===== config.mk =====
export PLATFORM = sky130hd
export DESIGN_NAME = cpbb_sqrt
export DESIGN_NICKNAME = d
export VERILOG_FILES = /design/src/rtl/cpbb_pkg.sv /design/src/rtl/cpbb_sqrt.sv
export SDC_FILE = /design/constraint.sdc
export NUM_CORES = 1
export LEC_CHECK = 0
export ABC_CLOCK_PERIOD_IN_PS = 2900
export BUFFER_PORTS_ARGS = -buffer_cell sky130_fd_sc_hd__buf_2
export CAP_MARGIN = 10
export CORE_MARGIN = 2
export CORE_UTILIZATION = 50
export DETAILED_ROUTE_END_ITERATION = 12
export GPL_TIMING_DRIVEN = 0
export PLACE_DENSITY = 0.78
export SLEW_MARGIN = 15
export SYNTH_ARGS = -nofsm -noshare
export SYNTH_HDL_FRONTEND = slang
export SYNTH_SLANG_ARGS = --single-unit

===== constraint.sdc =====
create_clock -name clk -period 2.9 [get_ports clk]
set_clock_uncertainty 0.1 [all_clocks]
set_input_delay 0.58 -clock clk [delete_from_list [all_inputs] [get_ports clk]]
set_output_delay 0.58 -clock clk [all_outputs]
set_load 0.005 [all_outputs]

===== src/rtl/cpbb_pkg.sv =====
`default_nettype none
package cpbb_pkg;

  localparam int CRD_W   = 32;
  localparam int EPS_W   = 16;
  localparam int A_W     = 35;
  localparam int H_W     = 34;
  localparam int C_W     = 33;
  localparam int NUM_W   = 37;
  localparam int DEN_W   = 36;
  localparam int MAG_W   = 36;
  localparam int MUL_W   = 36;
  localparam int HALF_W  = 18;
  localparam int PROD_W  = 72;
  localparam int D_W     = 68;
  localparam int SQ_IN_W = 70;
  localparam int ROOT_W  = 35;
  localparam int WIDE_W  = 38;

  localparam logic [1:0] CMD_MOVE  = 2'd0;
  localparam logic [1:0] CMD_LINE  = 2'd1;
  localparam logic [1:0] CMD_CURVE = 2'd2;
  localparam logic [1:0] CMD_CLOSE = 2'd3;

  typedef enum logic [3:0] {
    ST_IDLE,
    ST_COEF,
    ST_CHK,
    ST_MHH,
    ST_MAC,
    ST_SQRT,
    ST_TRY,
    ST_DIV,
    ST_LMUL,
    ST_LWAIT,
    ST_NEXT,
    ST_DONE
  } cpbb_state_t;

  typedef struct packed {
    logic signed [CRD_W-1:0] min_x;
    logic signed [CRD_W-1:0] min_y;
    logic signed [CRD_W-1:0] max_x;
    logic signed [CRD_W-1:0] max_y;
  } box_t;

  function automatic box_t add_pt(box_t b, logic signed [CRD_W-1:0] x,
                                  logic signed [CRD_W-1:0] y);
    box_t r;
    r = b;
    if (x < b.min_x) r.min_x = x;
    if (x > b.max_x) r.max_x = x;
    if (y < b.min_y) r.min_y = y;
    if (y > b.max_y) r.max_y = y;
    return r;
  endfunction

  function automatic logic [WIDE_W-1:0] mag_w(logic signed [WIDE_W-1:0] v);
    return v[WIDE_W-1] ? WIDE_W'(-v) : WIDE_W'(v);
  endfunction

endpackage
`default_nettype wire


===== src/rtl/cpbb_sqrt.sv =====
`default_nettype none
module cpbb_sqrt (
  input  wire                          clk,
  input  wire                          rst_n,
  input  wire                          start,
  input  wire [cpbb_pkg::SQ_IN_W-1:0]  rad,
  output logic                         done,
  output logic [cpbb_pkg::ROOT_W-1:0]  root
);
  import cpbb_pkg::*;

  localparam int REM_W = 40;

  // Digit-by-digit square root, one result bit per cycle.
  logic [SQ_IN_W-1:0] d_r, d_nxt;
  logic [REM_W-1:0]   rem_r, rem_nxt, rem_sh, trial;
  logic [ROOT_W-1:0]  root_r, root_nxt;
  logic [5:0]         cnt_r, cnt_nxt;
  logic               busy_r, busy_nxt, done_r, done_nxt;

  always_comb begin
    rem_sh = {rem_r[REM_W-3:0], d_r[SQ_IN_W-1:SQ_IN_W-2]};
    trial = {REM_W'(root_r), 2'b01} [REM_W-1:0];
    d_nxt = d_r;
    rem_nxt = rem_r;
    root_nxt = root_r;
    cnt_nxt = cnt_r;
    busy_nxt = busy_r;
    done_nxt = 1'b0;
    if (start) begin
      d_nxt = rad;
      rem_nxt = '0;
      root_nxt = '0;
      cnt_nxt = 6'(ROOT_W - 1);
      busy_nxt = 1'b1;
    end else if (busy_r) begin
      d_nxt = {d_r[SQ_IN_W-3:0], 2'b00};
      if (rem_sh >= trial) begin
        rem_nxt = rem_sh - trial;
        root_nxt = {root_r[ROOT_W-2:0], 1'b1};
      end else begin
        rem_nxt = rem_sh;
        root_nxt = {root_r[ROOT_W-2:0], 1'b0};
      end
      cnt_nxt = cnt_r - 6'd1;
      if (cnt_r == 6'd0) begin
        busy_nxt = 1'b0;
        done_nxt = 1'b1;
      end
    end
  end

  always_ff @(posedge clk) begin
    d_r <= d_nxt;
    rem_r <= rem_nxt;
    root_r <= root_nxt;
    cnt_r <= cnt_nxt;
    if (!rst_n) begin
      busy_r <= 1'b0;
      done_r <= 1'b0;
    end else begin
      busy_r <= busy_nxt;
      done_r <= done_nxt;
    end
  end

  assign done = done_r;
  assign root = root_r;
endmodule
`default_nettype wire


==> results.md, run 1 <==
- Status: finished, final reports clean
- Pin count of the biggest net entering global routing: 62
- Post-Syn Area per Cell: 10.3 sq um
- First-pass GRT wire length: 32.8 mm
- VDD IR-drop max: 679 uV
- Post-synthesis async set-or-reset flop share: 0%
- Primary FF master, synth: dfxtp_1
- Placed Instance Area: 9260 sq um
- Fin crit period: 2850 ps
- Hold path endpoint: busy_r
- Gate power share: 43.5%
- Hold WC Path Type: primary input to flip-flop
- FF-to-FF End: rem_r[22]
- GRT Util Overall: 22.8%
- Internal power: 5.60 mW
- DR WL/cell: 17.1 um
- Area Growth Syn to Fin: 23.5%
- Via Count: 6640
- Slew Limit Fails: 0
- Max clock buf depth: 2
- Worst path required time: 3120 ps
- Slew Limit Headroom: 47.5%
- Clock sinks: 151
- DRC errors left: 0
- Worst R2R Start: root[7]
- Setup WS post-layout: 46.3 ps
- Root Driver: clkbuf_16
- Static leakage: 4.29 nW
- Clk slew on worst S/H paths: 70 ps
- Startpoint types: flip-flop
- Switch Pwr: 3.05 mW
- P per Cell Area: 833 nW/um^2
- Routed Antenna Nets: 0
- DRT iter0 DRCs: 440
- WP data arrival: 3080 ps
- Number of H-tree levels: 4
- Routed WL: 20.4 mm
- Post-Syn Area: 8410 sq um
- Final setup viols: 0
- Drt first pass iters: 5
- Floorplan row count: 47
- Synth Warn #: 0
- Worst skew pair latency: 430 ps
- Worst Setup Slack post-DPL: -211 ps
- HP Start: rst_n
- Least-Margin Pin Slew: 788 ps
- EDFF count, synth: 70
- DP HPWL: 13.9 mm
- Crit. End Element: flip-flop
- Post-route cell area: 10400 sq um
- Crit Path Category: flip-flop to flip-flop
- Hold Violations, Final: 0
- Cell count after synthesis: 813
- FF-to-FF setup slack: 50 ps
- Share of post-route cells with drive strength above 1: 33.9%
- Vias in the first global route: 6623
- RSZ-0062 raised after global routing: true
- Via-to-Cell Ratio: 5.58
- Die Area: 17900 sq um
- Chip width: 134 um
- Synthesized flop and latch total: 151
- Mapped Nets: 925
- Final worst-path cycle share: 98.4%
- Initial Util: 50.9%
- Initial antenna violation count: 1
- Total power: 8.65 mW
- Synth cell types: 67
- MaxCap Viol Count: 0
- Final Wtd Congestion: 0.927
- # IOs: 109
- Port bufs: 107
- Final Core Density: 62.9%
- Reg power frac: 30.3%
- Fin nets: 1067
- Register area share after synthesis: 44.3%
- Die Ht: 134 um
- Worst-path maximum fanout: 10
- Clock power share: 26.2%
- CTS Buf Count: 17
- Switch share: 35.2%
- Core area: 16500 sq um
- R2R depth: 13
- Peak Freq: 350 MHz
- Hold depth: 2
- Global route overflow: 0
- CTS tree: done
## flip-flops by register name, indices dropped and copies added, names as in the netlist
register  count
d_r          70
rem_r        38
root         35
cnt_r         6
busy_r        1
done          1
## synth_stat cells, drive strengths merged (8+ instances only)
cell type	n	share of area [%]
o21ai	28	1.8
mux2	70	9.4
nand3	13	0.83
dfxtp	81	19
clkbuf	26	1.2
nor2	91	4.1
a211oi	32	3.2
a21oi	45	2.7
nand4	9	0.74
inv	47	2.1
a21o	19	1.7
xor2	10	1.0
mux2i	59	7.0
xnor2	24	2.5
a31oi	8	0.67
buf	17	1.3
nand2	48	2.2
edfxtp	70	25
ha	39	5.8
nor3	12	0.77
## cell families (layout without fill, tap and decap cells)
family                   Yosys count  count (layout)  share of synthesized area, %
adder cells (fa/ha/maj)           39              39                          5.80
AO/OA/AOI/OAI                    173             173                          14.9
XOR/XNOR                          34              34                          3.54
buffers and inverters             90             245                          4.60
flip-flops                       151             151                          44.3
multiplexers                     129             129                          16.4
other                              0               1                             0
AND/OR/NAND/NOR                  197             197                          10.5
## layout by cell type (no fill, tap or decap), types with 6 or more instances in the layout
cell / Yosys / routed
nor3_1: 11 / 10
a21o_1: 19 / 19
a21oi_1: 44 / 39
mux2_2: 68 / 68
dfxtp_1: 81 / 71
buf_4: 0 / 20
buf_2: 3 / 108
ha_4: 0 / 6
nand4_1: 8 / 8
nor2_1: 90 / 89
o21ai_2: 4 / 7
inv_1: 46 / 45
mux2i_1: 59 / 57
buf_1: 8 / 8
clkbuf_16: 0 / 19
a211oi_1: 26 / 23
o21ai_0: 13 / 10
a31oi_1: 7 / 6
xor2_1: 10 / 10
dfxtp_2: 0 / 9
ha_1: 39 / 17
nand3_1: 12 / 11
edfxtp_1: 70 / 70
a211oi_2: 6 / 8
o21ai_1: 11 / 11
ha_2: 0 / 16
nand2_1: 45 / 43
xnor2_1: 24 / 23
clkbuf_1: 26 / 21
## layer usage
metal	GRT usage [%]	share of wire [%]	vias up
met2	36.0	47	202
met1	29.6	43	3177
li1	-	-	3234
met5	0	0	-
met3	8.49	8.2	27
met4	5.91	1.1	0
## worst max-delay path by stage
stage,start,end,slack (ps)
2_1_floorplan,root[3],rem_r[36],80
3_3_place_gp,start,d_r[10],-300
3_5_place_dp,root[3],rem_r[36],-210
4_1_cts,root[15],rem_r[34],4
5_1_grt,root[3],rem_r[22],-90
6_report,root[7],rem_r[22],50
## worst max-delay path, cell delays in order, from the launching register on
cell and delay [ps]:
dfxtp_2 340, inv_1 50, ha_1 280, buf_4 180, a21oi_1 160, nor2_1 80, o2111ai_2 230, a31oi_4 170
o21ai_2 220, nand3_2 160, buf_8 220, buf_8 150, mux2i_1 120, a211oi_1 270
## stage by stage
stage	instances	TNS, ps	hold WS, ps
6_report	1189	0	280
4_1_cts	1182	0	273
3_5_place_dp	1141	-3500	396
3_3_place_gp	1140	-22860	393
2_1_floorplan	813	0	357
5_1_grt	1188	-438	292
## power groups by stage
stage | registers [mW] | logic (mW) | clock network [mW]
2_1_floorplan | 2.61 | 2.47 | 0
3_3_place_gp | 2.65 | 3.00 | 0
3_5_place_dp | 2.65 | 3.04 | 0
4_1_cts | 2.61 | 3.26 | 2.28
5_1_grt | 2.65 | 4.05 | 2.38
6_report | 2.62 | 3.76 | 2.26
## area by class of cell
| type | instances | area [sq um] |
|---|---|---|
| Fill cell | 1339 | 6140 |
| Sequential cell | 151 | 3740 |
| Clock buffer | 19 | 453 |
| Antenna cell | 1 | 2.50 |
| Tap cell | 220 | 275 |
| Multi-Input combinational cell | 572 | 4640 |
| Buffer | 37 | 208 |
| Clock inverter | 13 | 141 |
| Timing Repair Buffer | 129 | 756 |
| Inverter | 47 | 176 |
## timing repair
item                                   4_1_cts  5_1_grt
cloned                                       0        2
pin swaps                                   16       41
hold buffers                                 0        0
resized for setup                           20       68
buffers inserted                            11        8
setup endpoints to repair                   37       39
endpoints found under the hold margin        0        0
No activity file was read; power rests on OpenSTA's default activity.
==> run 2: changes to the inputs <==
--- a/config.mk
+++ b/config.mk
@@ -13,6 +13,7 @@
 export DETAILED_ROUTE_END_ITERATION = 12
 export GPL_TIMING_DRIVEN = 0
 export PLACE_DENSITY = 0.78
+export SKIP_LAST_GASP = 1
 export SLEW_MARGIN = 15
 export SYNTH_ARGS = -nofsm -noshare
 export SYNTH_HDL_FRONTEND = slang
==> constraint.sdc (replaced) <==
create_clock -name clk -period 2.9 [get_ports clk]
set_clock_uncertainty 0.1 [all_clocks]
set_input_delay 0.29 -clock clk [delete_from_list [all_inputs] [get_ports clk]]
set_output_delay 0.29 -clock clk [all_outputs]
set_load 0.005 [all_outputs]
==> results.md, run 2 (same netlist as run 1, synthesis figures left out) <==
- Vias in the first global route: 6630
- # IOs: 109
- Worst path required time: 3120 ps
- WP data arrival: 3090 ps
- Routed Antenna Nets: 0
- VDD IR-drop max: 678 uV
- R2R depth: 13
- CTS tree: done
- Worst skew pair latency: 430 ps
- Root Driver: clkbuf_16
- DR WL/cell: 17.1 um
- Final Core Density: 62.8%
- Peak Freq: 348 MHz
- Clock sinks: 151
- FF-to-FF End: rem_r[22]
- Initial antenna violation count: 1
- First-pass GRT wire length: 32.8 mm
- Global route overflow: 0
- Die Ht: 134 um
- Worst Setup EP: rem_r[22]
- DRC errors left: 0
- Share of post-route cells with drive strength above 1: 33.7%
- Drt first pass iters: 5
- CP max stage delay: 340 ps
- Most frequent cells in the layout: 108 x buf_2, 89 x nor2_1, 71 x dfxtp_1, 70 x edfxtp_1, 68 x mux2_2
- Hold Violations, Final: 0
- Slew Limit Headroom: 47.4%
- DRT iter0 DRCs: 472
- MaxCap Viol Count: 0
- Pin count of the biggest net entering global routing: 62
- Initial Util: 50.9%
- FF-to-FF setup slack: 30 ps
- Commonest non-fill, non-tap cell in the layout: buf_2
- Max reg flops: 70
- Via-to-Cell Ratio: 5.63
- Status: finished, final reports clean
- Fin nets: 1068
- Slew Limit Fails: 0
- CP startpoint: root[7]
- Max clock buf depth: 2
- Crit Path Category: flip-flop to flip-flop
- ANT cells: 0
- Worst R2R Start: root[7]
- Die Area: 17900 sq um
- Startpoint types: flip-flop
- DP HPWL: 13.9 mm
- CP Depth: 13
- CP Cell Sequence: inv_1 > ha_1 > buf_4 > a21oi_1 > nor2_1 > o2111ai_2 > a31oi_4 > o21ai_2 > nand3_2 > buf_8 > buf_8 > mux2i_1 > a211oi_1
- Clk slew on worst S/H paths: 70 ps
- Number of H-tree levels: 4
- Worst-path maximum fanout: 10
- Port bufs: 107
- P per Cell Area: 831 nW/um^2
- Critical path's top delay family: compound AO/OA/AOI/OAI gates
- Final std cells w/o fill: 1189
- Least-Margin Pin Slew: 789 ps
- Area Growth Syn to Fin: 23.4%
- Core area: 16500 sq um
- Chip width: 134 um
- Fin crit period: 2870 ps
- RSZ-0062 raised after global routing: true
- Slowest CP cell: dfxtp_2
- Buf/Inv on CP: 4
- Total Neg Setup Slack: 0 ps
- Hold slack: 49.9 ps
- Final setup viols: 0
- Post-route cell area: 10400 sq um
- Static leakage: 4.29 nW
- Crit. End Element: flip-flop
- Top reg by flops: d_r
- Placed Instance Area: 9260 sq um
- CTS Buf Count: 17
- Final Wtd Congestion: 0.927
- Hold WC Path Type: primary input to flip-flop
- GRT Util Overall: 22.8%
- Via Count: 6692
- Most numerous cell on the critical path: buf_8
- Floorplan row count: 47
- Placed insts: 1141
- Routed WL: 20.4 mm
- Final worst-path cycle share: 99.0%
run 2: changes by cell type in the layout (fill, tap and decap cells not counted):
cell and change:
diode_2 -1, xnor2_2 -1, buf_12 -1, buf_8 +1, dlygate4sd3_1 +1, xnor2_1 +1
run 2: power by group:
| group | internal [mW] | total (mW) | switching, mW |
|---|---|---|---|
| clock | 1.32 | 2.26 | 0.935 |
| combinational | 1.79 | 3.75 | 1.96 |
| sequential | 2.48 | 2.63 | 0.149 |
| total | 5.59 | 8.63 | 3.05 |
run 2: worst min path at each step:
stage	from	to	cells after the start	slack, ps
after floorplan	rst_n	done	2	320
after global placement	rem_r[9]	rem_r[9]	2	390
after detailed placement	rem_r[10]	rem_r[10]	2	400
after CTS	rad[1]	d_r[1]	2	50
after global routing	rad[7]	d_r[7]	2	50
final	rad[1]	d_r[1]	2	50
run 2: per-stage QoR:
step | total power [mW] | setup WS (ps)
floorplan | 5.07 | 80.4
global placement | 5.65 | -209
detailed placement | 5.69 | -211
CTS | 8.16 | 3.80
global route | 9.05 | -89.3
finish | 8.63 | 28.5
run 2: what timing repair did:
action                     CTS  global route
gates resized for setup     20            66
hold endpoints to repair     1             0
cloned                       0             2
setup buffers               11             8
setup endpoints to repair   37            39
pin swaps                   16            41
hold buffers                 1             0
run 2: layout make-up:
cell class | instances | area [sq um]
buffer | 37 | 203
clock buffer | 19 | 453
clock inverter | 13 | 141
fill | 1342 | 6140
inverter | 47 | 176
multi-input combinational | 572 | 4630
sequential | 151 | 3740
tap | 220 | 275
timing repair buffer | 130 | 766
run 2: layer usage:
| layer | routed length [um] | GRT usage (%) | vias up |
|---|---|---|---|
| li1 | - | - | 3241 |
| met1 | 8800 | 29.6 | 3226 |
| met2 | 9730 | 36.0 | 203 |
| met3 | 1640 | 8.41 | 22 |
| met4 | 206 | 5.91 | 0 |
| met5 | 0 | 0 | - |
