===== config.mk =====
export PLATFORM = sky130hd
export DESIGN_NAME = cpbb_div
export DESIGN_NICKNAME = d
export VERILOG_FILES = /design/src/rtl/cpbb_pkg.sv /design/src/rtl/cpbb_div.sv
export SDC_FILE = /design/constraint.sdc
export NUM_CORES = 1
export LEC_CHECK = 0
export ABC_AREA = 0
export BUFFER_PORTS_ARGS = -buffer_cell sky130_fd_sc_hd__buf_4
export CAP_MARGIN = 20
export CELL_PAD_IN_SITES_DETAIL_PLACEMENT = 1
export CELL_PAD_IN_SITES_GLOBAL_PLACEMENT = 1
export CORE_ASPECT_RATIO = 1.75
export CORE_MARGIN = 3
export CORE_UTILIZATION = 47
export CTS_BUF_LIST = sky130_fd_sc_hd__clkbuf_16
export DETAILED_ROUTE_END_ITERATION = 10
export MAX_ROUTING_LAYER = met4
export PLACE_DENSITY = 0.94
export SYNTH_ARGS = -nofsm -noshare
export SYNTH_HDL_FRONTEND = slang
export SYNTH_SLANG_ARGS = --single-unit

===== constraint.sdc =====
create_clock -name clk -period 5.16 [get_ports clk]
set_input_delay 1.032 -clock clk [delete_from_list [all_inputs] [get_ports clk]]
set_output_delay 1.032 -clock clk [all_outputs]
set_load 0.02 [all_outputs]

===== src/rtl/cpbb_pkg.sv =====
`default_nettype none
package cpbb_pkg;

  localparam int CRD_W   = 32;
  localparam int EPS_W   = 16;
  localparam int A_W     = 35;
  localparam int H_W     = 34;
  localparam int C_W     = 33;
  localparam int NUM_W   = 37;
  localparam int DEN_W   = 36;
  localparam int MAG_W   = 36;
  localparam int MUL_W   = 36;
  localparam int HALF_W  = 18;
  localparam int PROD_W  = 72;
  localparam int D_W     = 68;
  localparam int SQ_IN_W = 70;
  localparam int ROOT_W  = 35;
  localparam int WIDE_W  = 38;

  localparam logic [1:0] CMD_MOVE  = 2'd0;
  localparam logic [1:0] CMD_LINE  = 2'd1;
  localparam logic [1:0] CMD_CURVE = 2'd2;
  localparam logic [1:0] CMD_CLOSE = 2'd3;

  typedef enum logic [3:0] {
    ST_IDLE,
    ST_COEF,
    ST_CHK,
    ST_MHH,
    ST_MAC,
    ST_SQRT,
    ST_TRY,
    ST_DIV,
    ST_LMUL,
    ST_LWAIT,
    ST_NEXT,
    ST_DONE
  } cpbb_state_t;

  typedef struct packed {
    logic signed [CRD_W-1:0] min_x;
    logic signed [CRD_W-1:0] min_y;
    logic signed [CRD_W-1:0] max_x;
    logic signed [CRD_W-1:0] max_y;
  } box_t;

  function automatic box_t add_pt(box_t b, logic signed [CRD_W-1:0] x,
                                  logic signed [CRD_W-1:0] y);
    box_t r;
    r = b;
    if (x < b.min_x) r.min_x = x;
    if (x > b.max_x) r.max_x = x;
    if (y < b.min_y) r.min_y = y;
    if (y > b.max_y) r.max_y = y;
    return r;
  endfunction

  function automatic logic [WIDE_W-1:0] mag_w(logic signed [WIDE_W-1:0] v);
    return v[WIDE_W-1] ? WIDE_W'(-v) : WIDE_W'(v);
  endfunction

endpackage
`default_nettype wire


===== src/rtl/cpbb_div.sv =====
`default_nettype none
module cpbb_div #(
  parameter int QW = 29
) (
  input  wire                        clk,
  input  wire                        rst_n,
  input  wire                        start,
  input  wire [cpbb_pkg::MAG_W-1:0]  num,
  input  wire [cpbb_pkg::MAG_W-1:0]  den,
  output logic                       done,
  output logic [QW-1:0]              quo
);
  import cpbb_pkg::*;

  localparam int REM_W = MAG_W + 2;
  localparam int CW    = $clog2(QW + 1);

  // Restoring division of num * 2^(QW-1) by den, with num <= den.
  logic [REM_W-1:0] rem_r, rem_nxt, rem_sub;
  logic [MAG_W-1:0] den_r, den_nxt;
  logic [QW-1:0]    q_r, q_nxt;
  logic [CW-1:0]    cnt_r, cnt_nxt;
  logic             busy_r, busy_nxt, done_r, done_nxt, ge;

  always_comb begin
    ge = rem_r >= REM_W'(den_r);
    rem_sub = ge ? rem_r - REM_W'(den_r) : rem_r;
    rem_nxt = rem_r;
    den_nxt = den_r;
    q_nxt = q_r;
    cnt_nxt = cnt_r;
    busy_nxt = busy_r;
    done_nxt = 1'b0;
    if (start) begin
      rem_nxt = REM_W'(num);
      den_nxt = den;
      q_nxt = '0;
      cnt_nxt = CW'(QW - 1);
      busy_nxt = 1'b1;
    end else if (busy_r) begin
      rem_nxt = {rem_sub[REM_W-2:0], 1'b0};
      q_nxt = {q_r[QW-2:0], ge};
      cnt_nxt = cnt_r - CW'(1);
      if (cnt_r == '0) begin
        busy_nxt = 1'b0;
        done_nxt = 1'b1;
      end
    end
  end

  always_ff @(posedge clk) begin
    rem_r <= rem_nxt;
    den_r <= den_nxt;
    q_r <= q_nxt;
    cnt_r <= cnt_nxt;
    if (!rst_n) begin
      busy_r <= 1'b0;
      done_r <= 1'b0;
    end else begin
      busy_r <= busy_nxt;
      done_r <= done_nxt;
    end
  end

  assign done = done_r;
  assign quo = q_r;
endmodule
`default_nettype wire


==> out/summary.txt, run 1 <==
die width: 95.10 µm
post-cts sizing count: 0
initial antenna violation count: 0
die height: 161.9 µm
dpl hpwl: 13,680 µm
Final Hold Fails: 0
Fillers: 1,541
VDD IR max: 0.1920 mV
Port-buffer cells: 104
synth cell count leaders: 72 x edfxtp_1, 60 x nand2_1, 59 x nor2_1
CTS HTree Levels: 3
Synth top area share: 0.3311
hold buffer count at CTS: 0
minimum clock period: 4.079 ns
clk sinks: 110
Starting Density: 0.4829
root buf cell: clkbuf_16
CTS Buf Count: 9
core area: 0.01352 mm²
synthesized instance count: 677
Max Cap Viol: 0
CTS tree: done
leading area contributor after synthesis: edfxtp_1
full die area: 0.01540 mm²
element type at the critical path end: register
# Post-CTS Setup Buffers: 0
Setup TNS: 0 ns
Critical R2R Capture: rem_r[5]$_DFFE_PP_
Syn Std Cell Area: 0.006530 mm²
worst-path fanout max: 34
relative slew slack: 0.3392
fin crit share: 0.7906
Tot GR Track Use: 0.2575
Min-Delay Startpoint: quo[28]$_SDFFE_PP0P_
Hold Path Class: register to register
number of synthesized flops with an enable pin: 72
hold path cells: 2
R2R cell count: 14
FMAX: 245.1 MHz
Overflow after GRT: 0
grt met2 use: 0.4730
Initial DRT Pass Iterations: 5
Critical Path AT: 4.17 ns
Critical R2R Launch: rem_r[0]$_SDFFCE_PN0P_
Static Leak: 3.342 nW
final setup fails: 0
Avg WL per Cell: 19.61 µm
pin count of the biggest net entering global routing: 68
number of distinct library cells after synthesis: 61
register-to-register setup slack: 1.08 ns
DRT Wirelength: 18,540 µm
Syn-to-layout area delta: 18.20%
first-pass GRT wire length: 30,280 µm
ys async rst share: 0
syn_nets: 791
Worst Setup SP: rem_r[0]$_SDFFCE_PN0P_
Via-to-Cell Ratio: 5.836
nets: 880
GR peak layer: met2
final clock skew: 0.01095 ns
Reg clk slew, reported paths: 0.08 ns
ANT nets after route: 0
DRT iter0 DRCs: 253
RSZ-0062 raised after global routing: false
sequential area share after synthesis: 0.4476
Critical Path RT: 5.26 ns
antenna diode count: 0
share of layout cells above drive strength 1: 0.1971
Worst-Margin Slew: 0.9913 ns
total power: 4.213 mW
outcome: completed
vias in the first global route: 6,104
Pwr Density: 545.8 mW/mm²
clk buf depth: 2
RePlAce Congestion: 0.9356
drt drc: 0
max-slew violation count: 0
GR met1 Demand/Resource: 0.2639
Row Count: 56
CP Launch Type: register
register bit count reported by yosys: 110
mean post-synth cell area: 9.646 µm²
grt met3 use: 0.04356
Crit Path Class: register to register
Hold Path End: quo[28]$_SDFFE_PP0P_
io pins: 105
Vias: 5,515
top cells by area, synth: edfxtp_1 33%, dfxtp_1 12%, ha_1 7.3%, mux2i_1 4.6%, a21oi_1 4.3%
ys flop type: edfxtp_1
synth warn: 0
worst skew pair latency: 0.37 ns
most numerous cell in the Yosys netlist: edfxtp_1
[worst max-delay path, cell delays in order (launching register included)]
cell      delay (ns)
edfxtp_1        0.39
inv_1           0.10
ha_1            0.19
inv_1           0.07
fa_1            0.40
a21o_1          0.22
a221o_1         0.37
o31ai_2         0.25
a31oi_1         0.24
o21ai_2         0.25
a21o_2          0.57
buf_4           0.33
nor2_1          0.09
a211oi_1        0.27
a21oi_1         0.08
[power by group]
| part | internal, mW | leakage, nW | switching, mW |
|---|---|---|---|
| Combinational | 0.879 | 2.17 | 1.37 |
| Clock | 0.341 | 0.144 | 0.367 |
| Sequential | 1.16 | 1.02 | 0.0998 |
| Total | 2.38 | 3.34 | 1.83 |
[state kept, by name (all words and copies together), names as in the netlist]
register and cells:
quo 29, busy_r 1, rem_r 38, done 1, den_r 36, cnt_r 5
[placed cells by master, fill, tap and decap left out, types with 5 or more instances in the layout]
master / instances
a21o_1: 18
ha_1: 38
dfxtp_1: 37
o21bai_1: 6
nor3_1: 10
xnor2_1: 20
o21a_1: 7
mux2i_1: 30
o21ai_0: 44
nand3_1: 10
nand4_1: 10
a31oi_1: 5
a211oi_1: 5
and3_1: 11
a21oi_1: 56
edfxtp_1: 72
o21ai_1: 5
mux2_2: 14
buf_4: 110
o211ai_1: 6
clkbuf_16: 9
a221o_1: 5
nand2_1: 60
xor2_1: 12
nor2_1: 59
inv_1: 54
[final cells by class]
type,count,area (µm²),share of cell area
timing repair buffer,110,825.8,0.1070
clock buffer,9,225.2,0.02918
inverter,54,202.7,0.02626
tap,174,217.7,0.02821
clock inverter,7,71.32,0.009240
multi-input combinational,481,3252,0.4213
sequential,110,2924,0.3788
[how the worst max path moves through the flow]
stage,depth (start not counted),end
after global placement,13,rem_r[18]$_DFFE_PP_
final,14,rem_r[5]$_DFFE_PP_
after detailed placement,13,rem_r[14]$_DFFE_PP_
after global routing,13,rem_r[11]$_DFFE_PP_
after CTS,14,rem_r[5]$_DFFE_PP_
after floorplan,13,rem_r[11]$_DFFE_PP_
[stage by stage]
step | cells | utilization | hold WS (ns) | setup WS [ns] | area (µm²)
floorplan | 677 | - | 0.4580 | 2.082 | 6530
global route | 945 | 0.5708 | 0.5424 | 0.8742 | 7719
detailed placement | 929 | 0.5489 | 0.4844 | 1.087 | 7422
finish | 945 | 0.5708 | 0.5121 | 1.081 | 7719
global placement | 929 | 0.5489 | 0.4768 | 1.349 | 7422
CTS | 945 | 0.5708 | 0.5136 | 1.095 | 7719
[logic make-up (layout without fill, tap and decap cells)]
group,after synthesis,in the layout,share of synthesized area
xor gates and xnor gates,32,32,0.04292
DFF,110,110,0.4476
muxes,44,44,0.07013
and+or+nand+nor,183,183,0.1299
AOI/OAI and AO/OA,183,183,0.1792
adders and majority gates,39,39,0.07588
buffers and inverters,86,180,0.05442
[per-layer routing]
| metal | up-vias | routed length (µm) |
|---|---|---|
| met4 | 0 | 533 |
| met5 | - | 0 |
| met2 | 163 | 10290 |
| met3 | 54 | 763 |
| met1 | 2686 | 6953 |
| li1 | 2612 | - |
(Power assumes the default switching activity.)
==> run 2, diff against run 1 <==
- ABC_AREA: 0 -> 1
- CORE_UTILIZATION: 47 -> 42
- PLACE_DENSITY: 0.94 -> 0.9
- clock period: 5.16 -> 4.08 ns (I/O delays scaled with it)
==> out/summary.txt, run 2 <==
DRT iter0 DRCs: 238
register-to-register setup slack: 1.10 ns
ys async rst share: 0
critical path's top delay family: simple AND/OR/NAND/NOR gates
CTS HTree Levels: 3
io pins: 105
nets: 1,289
leading area contributor after synthesis: edfxtp_1
most numerous cell in the Yosys netlist: nand2_1
Hold Path End: rem_r[37]$_SDFFE_PP0P_
Initial DRT Pass Iterations: 4
Vias: 7,190
final setup fails: 0
Reg clk slew, reported paths: 0.07 ns
minimum clock period: 2.977 ns
Min-Delay Startpoint: rem_r[37]$_SDFFE_PP0P_
worst-path fanout max: 35
Place WS: 1.104 ns
synth warn: 0
synthesized instance count: 1,076
Setup WS post-layout: 1.103 ns
Worst Setup SP: rem_r[0]$_SDFFCE_PN0P_
Crit Path Class: register to register
Static Leak: 4.540 nW
initial antenna violation count: 0
Avg WL per Cell: 16.97 µm
die height: 182.9 µm
Hold Path Class: register to register
Synth top area share: 0.2880
pin count of the biggest net entering global routing: 49
Final Hold Fails: 0
commonest non-fill, non-tap cell in the layout: nand2_1
Fillers: 2,301
Critical Path RT: 4.21 ns
hold buffer count at CTS: 0
element type at the critical path end: register
number of synthesized flops with an enable pin: 72
Critical R2R Capture: rem_r[35]$_DFFE_PP_
full die area: 0.01958 mm²
ys flop type: edfxtp_1
Overflow after GRT: 0
Starting Density: 0.4281
worst skew pair latency: 0.37 ns
FMAX: 335.9 MHz
Slowest cell on crit path: fa_1
Syn Std Cell Area: 0.007507 mm²
CP Launch Type: register
RePlAce Congestion: 0.9746
die width: 107.1 µm
CTS tree: done
ANT nets after route: 0
max-slew violation count: 0
first-pass GRT wire length: 38,470 µm
top cells by area, synth: edfxtp_1 29%, nand2_1 20%, inv_1 11%, dfxtp_1 10%, ha_1 6.3%
vias in the first global route: 8,065
share of layout cells above drive strength 1: 0.1212
Tot GR Track Use: 0.2580
Critical Path AT: 3.11 ns
most used cell, CP: nand2_1
Syn-to-layout area delta: 17.20%
RSZ-0062 raised after global routing: false
Via-to-Cell Ratio: 5.096
DRT Wirelength: 23,940 µm
clk sinks: 110
drt drc: 0
register area: 0.002923 mm²
sequential area share after synthesis: 0.3893
antenna diode count: 0
max FFs per register: 38
VDD IR max: 0.3266 mV
syn_nets: 1,190
number of distinct library cells after synthesis: 35
Row Count: 64
R2R cell count: 17
total power: 4.569 mW
Worst-Margin Slew: 0.8767 ns
post-cts sizing count: 0
Max Cap Viol: 0
mean post-synth cell area: 6.977 µm²
Bufs and invs on worst path: 5
Pwr Density: 519.3 mW/mm²
most frequent cells in the layout: 403 x nand2_1, 214 x inv_1, 111 x buf_4, 72 x edfxtp_1, 71 x nand3_1
register bit count reported by yosys: 110
outcome: completed
area of the multi-input gates: 0.003661 mm²
CTS Buf Count: 9
fin crit share: 0.7297
Critical Path Stages: 17
critical path, cell by cell: inv_1 -> ha_1 -> inv_1 -> fa_1 -> inv_1 -> nor2_1 -> nand2_1 -> nand3_2 -> nand2_1 -> nand3_2 -> nand3_4 -> buf_4 -> nand3_1 -> nand2_1 -> inv_1 -> nand2_1 -> nand2_1
synth cell count leaders: 403 x nand2_1, 213 x inv_1, 72 x edfxtp_1
core area: 0.01754 mm²
final clock skew: 0.01064 ns
clk buf depth: 2
Most flops, register: rem_r
root buf cell: clkbuf_16
Port-buffer cells: 104
Slowest Stage Delay on Critical Path: 0.47 ns
relative slew slack: 0.4149
hold path cells: 2
dpl hpwl: 19,240 µm
Setup TNS: 0 ns
# Post-CTS Setup Buffers: 0
Critical R2R Launch: rem_r[0]$_SDFFCE_PN0P_
==> run 2: changes by cell type after synthesis, sizes merged, moves of 7 or more <==
cell / previous run / this run
a21oi: 57 / 28
o21a: 7 / 0
nand3: 10 / 74
o21ai: 50 / 10
o22ai: 0 / 28
inv: 54 / 214
mux2i: 30 / 0
mux2: 14 / 0
and3: 11 / 0
xor2: 12 / 0
nand2: 60 / 407
a21o: 19 / 0
nand3b: 0 / 40
==> run 2: cell families after synthesis <==
family | after synthesis | share of synthesized area
buffers and inverters | 239 | 0.1230
AND/OR/NAND/NOR | 597 | 0.3450
flip-flops | 110 | 0.3893
XOR/XNOR | 19 | 0.02217
AO/OA/AOI/OAI | 72 | 0.05450
adder cells (fa/ha/maj) | 39 | 0.06600
==> run 2: worst max path at each step <==
stage,end,slack (ns)
2_1_floorplan,rem_r[0]$_SDFFCE_PN0P_,1.23
3_3_place_gp,rem_r[35]$_DFFE_PP_,1.20
3_5_place_dp,rem_r[34]$_DFFE_PP_,1.10
4_1_cts,rem_r[34]$_DFFE_PP_,1.08
5_1_grt,rem_r[35]$_DFFE_PP_,0.86
6_report,rem_r[35]$_DFFE_PP_,1.10
==> run 2: routing by layer <==
| layer | part of all wire | GRT usage |
|---|---|---|
| met1 | 0.35 | 0.2373 |
| met2 | 0.58 | 0.5039 |
| met3 | 0.027 | 0.03241 |
| met4 | 0.045 | 0.1311 |
| met5 | 0 | - |
==> run 2: worst reg2reg max path, delay by kind of cell (launching register included) <==
| kind | cells | cell delay [ns] |
|---|---|---|
| and+or+nand+nor | 10 | 0.99 |
| buffers and inverters | 5 | 0.75 |
| adders and majority gates | 2 | 0.62 |
| DFF | 1 | 0.38 |
==> run 2: layout make-up <==
type,instances,area share
Inverter,215,0.09172
Clock inverter,7,0.004551
Sequential cell,110,0.3322
Multi-Input combinational cell,727,0.4161
Clock buffer,9,0.02560
Tap cell,231,0.03285
Timing Repair Buffer,112,0.09699
==> run 2: power by group <==
part | leakage [nW] | switching, mW | total, mW | internal (mW)
logic | 3.38 | 1.50 | 2.29 | 0.786
registers | 1.03 | 0.0790 | 1.45 | 1.37
clock network | 0.134 | 0.418 | 0.829 | 0.411
==> run 2: metrics by stage <==
stage	area, µm²	util	instances	hold WS, ns
global route	8798	0.5017	1411	0.4987
CTS	8798	0.5017	1411	0.4677
finish	8798	0.5017	1411	0.4635
global placement	8533	0.4866	1395	0.4404
detailed placement	8533	0.4866	1395	0.4551
floorplan	7507	-	1076	0.4271
==> run 3, diff against run 2 <==
- ABC_AREA: 1 -> 0
- CORE_UTILIZATION: 42 -> 40
- PLACE_DENSITY: 0.9 -> 0.86
- clock period: 4.08 -> 2.7 ns (I/O delays scaled with it)
==> out/summary.txt, run 3 (synthesized netlist as in run 1, its figures left out) <==
nets: 1,003
ANT nets after route: 0
pin count of the biggest net entering global routing: 35
final setup fails: 38
max-slew violation count: 0
Port-buffer cells: 104
Syn-to-layout area delta: 37.86%
grt met2 use: 0.4628
worst skew pair latency: 0.37 ns
RePlAce Congestion: 0.9260
Critical Path AT: 3.51 ns
Row Count: 61
drt drc: 0
initial antenna violation count: 0
Starting Density: 0.4094
Critical R2R Capture: rem_r[37]$_SDFFE_PP0P_
Via-to-Cell Ratio: 5.883
VDD IR max: 0.6945 mV
Fillers: 1,794
element type at the critical path end: register
full die area: 0.01795 mm²
failing checks: negative setup slack
GR met1 Demand/Resource: 0.2608
Vias: 6,371
register-to-register setup slack: -0.57 ns
Most flops, register: rem_r
Setup WS post-layout: -0.5664 ns
Pwr Density: 1178 mW/mm²
Worst-Margin Slew: 0.5172 ns
Hold Path End: den_r[7]$_DFFE_PP_
total power: 10.61 mW
CTS tree: done
final clock skew: 0.01255 ns
Max Cap Viol: 0
GR peak layer: met2
Place WS: -0.5837 ns
first-pass GRT wire length: 35,210 µm
die width: 102.6 µm
RSZ-0062 raised after global routing: true
io pins: 105
worst-path fanout max: 12
Initial DRT Pass Iterations: 5
root buf cell: clkbuf_16
CP Launch Type: register
antenna diode count: 0
outcome: complete, but fails checks
Static Leak: 4.025 nW
Final Hold Fails: 0
hold path cells: 1
relative slew slack: 0.6516
Hold Path Class: input port to register
minimum clock period: 3.266 ns
Avg WL per Cell: 22.01 µm
Critical R2R Launch: rem_r[0]$_SDFFCE_PN0P_
DRT iter0 DRCs: 356
share of layout cells above drive strength 1: 0.3512
CTS Buf Count: 9
Overflow after GRT: 0
final std cells w/o fill: 1,083
Min-Delay Startpoint: den[7]
R2R cell count: 15
DRT Wirelength: 23,840 µm
FMAX: 306.1 MHz
clk sinks: 110
die height: 175.0 µm
dpl hpwl: 15,510 µm
Tot GR Track Use: 0.2594
Crit Path Class: register to register
clk buf depth: 2
Critical Path RT: 2.94 ns
max FFs per register: 38
CTS HTree Levels: 3
vias in the first global route: 6,923
most frequent cells in the layout: 225 x buf_4, 72 x edfxtp_1, 58 x nor2_1, 58 x nand2_1, 54 x inv_1
placed instance count: 1,056
core area: 0.01595 mm²
commonest non-fill, non-tap cell in the layout: buf_4
Reg clk slew, reported paths: 0.09 ns
fin crit share: 1.210
grt met3 use: 0.03556
==> run 3: worst max-delay path, stage by stage (launching register included) <==
cell	delay [ns]
edfxtp_1	0.40
inv_1	0.08
ha_2	0.18
inv_2	0.04
fa_2	0.34
a21o_1	0.18
a221o_1	0.35
o31ai_4	0.28
a31oi_4	0.18
o21ai_4	0.20
a21o_4	0.20
buf_4	0.14
buf_12	0.13
a21oi_2	0.04
xnor2_1	0.26
a211oi_2	0.11
==> run 3: layout make-up <==
type                       count  area (µm²)  area share
sequential                   110        2924      0.3248
multi-input combinational    481        3536      0.3928
tap                          189       236.5     0.02627
clock buffer                   9       225.2     0.02502
clock inverter                 7       60.06    0.006671
inverter                      54       202.7     0.02252
timing repair buffer         233        1818      0.2019
==> run 3: worst max-delay path by stage <==
stage	start	endpoint	slack, ns	cells after the start
floorplan	rem_r[0]$_SDFFCE_PN0P_	rem_r[34]$_DFFE_PP_	-0.33	13
global placement	rem_r[0]$_SDFFCE_PN0P_	rem_r[29]$_DFFE_PP_	-0.46	14
detailed placement	rem_r[0]$_SDFFCE_PN0P_	rem_r[9]$_DFFE_PP_	-0.58	15
CTS	rem_r[0]$_SDFFCE_PN0P_	rem_r[33]$_DFFE_PP_	-0.44	14
global route	rem_r[0]$_SDFFCE_PN0P_	rem_r[36]$_SDFFE_PP0P_	-0.66	15
finish	rem_r[0]$_SDFFCE_PN0P_	rem_r[37]$_SDFFE_PP0P_	-0.57	15
==> run 3: per-layer routing <==
metal | share of wire | wire length (µm) | vias to the layer above
met4 | 0.064 | 1517 | 0
met2 | 0.54 | 12860 | 301
met5 | 0 | 0 | -
met3 | 0.047 | 1126 | 139
li1 | - | - | 2854
met1 | 0.35 | 8337 | 3077
==> run 3: repair_timing <==
item	in CTS	in global routing
gates resized for setup	23	58
hold endpoints to repair	0	0
cloned	1	0
setup endpoints to repair	38	38
hold buffers	0	0
buffers inserted	4	8
pin swaps	6	14
==> run 3: metrics by stage <==
step           setup TNS [ns]  hold WS (ns)    util  cell area, µm²
3_3_place_gp           -14.46        0.4758  0.5222            8330
3_5_place_dp           -18.12        0.4981  0.5222            8330
6_report               -18.61        0.3392  0.5644            9002
5_1_grt                -22.08        0.3304  0.5644            9002
2_1_floorplan          -10.16        0.4580       -            6546
4_1_cts                -14.08        0.3377  0.5518            8802
==> run 3: where the power goes <==
part | switching (mW) | internal (mW) | leakage [nW]
registers | 0.230 | 2.22 | 1.02
clock network | 0.718 | 0.644 | 0.141
logic | 3.67 | 3.13 | 2.86
total | 4.61 | 5.99 | 4.03
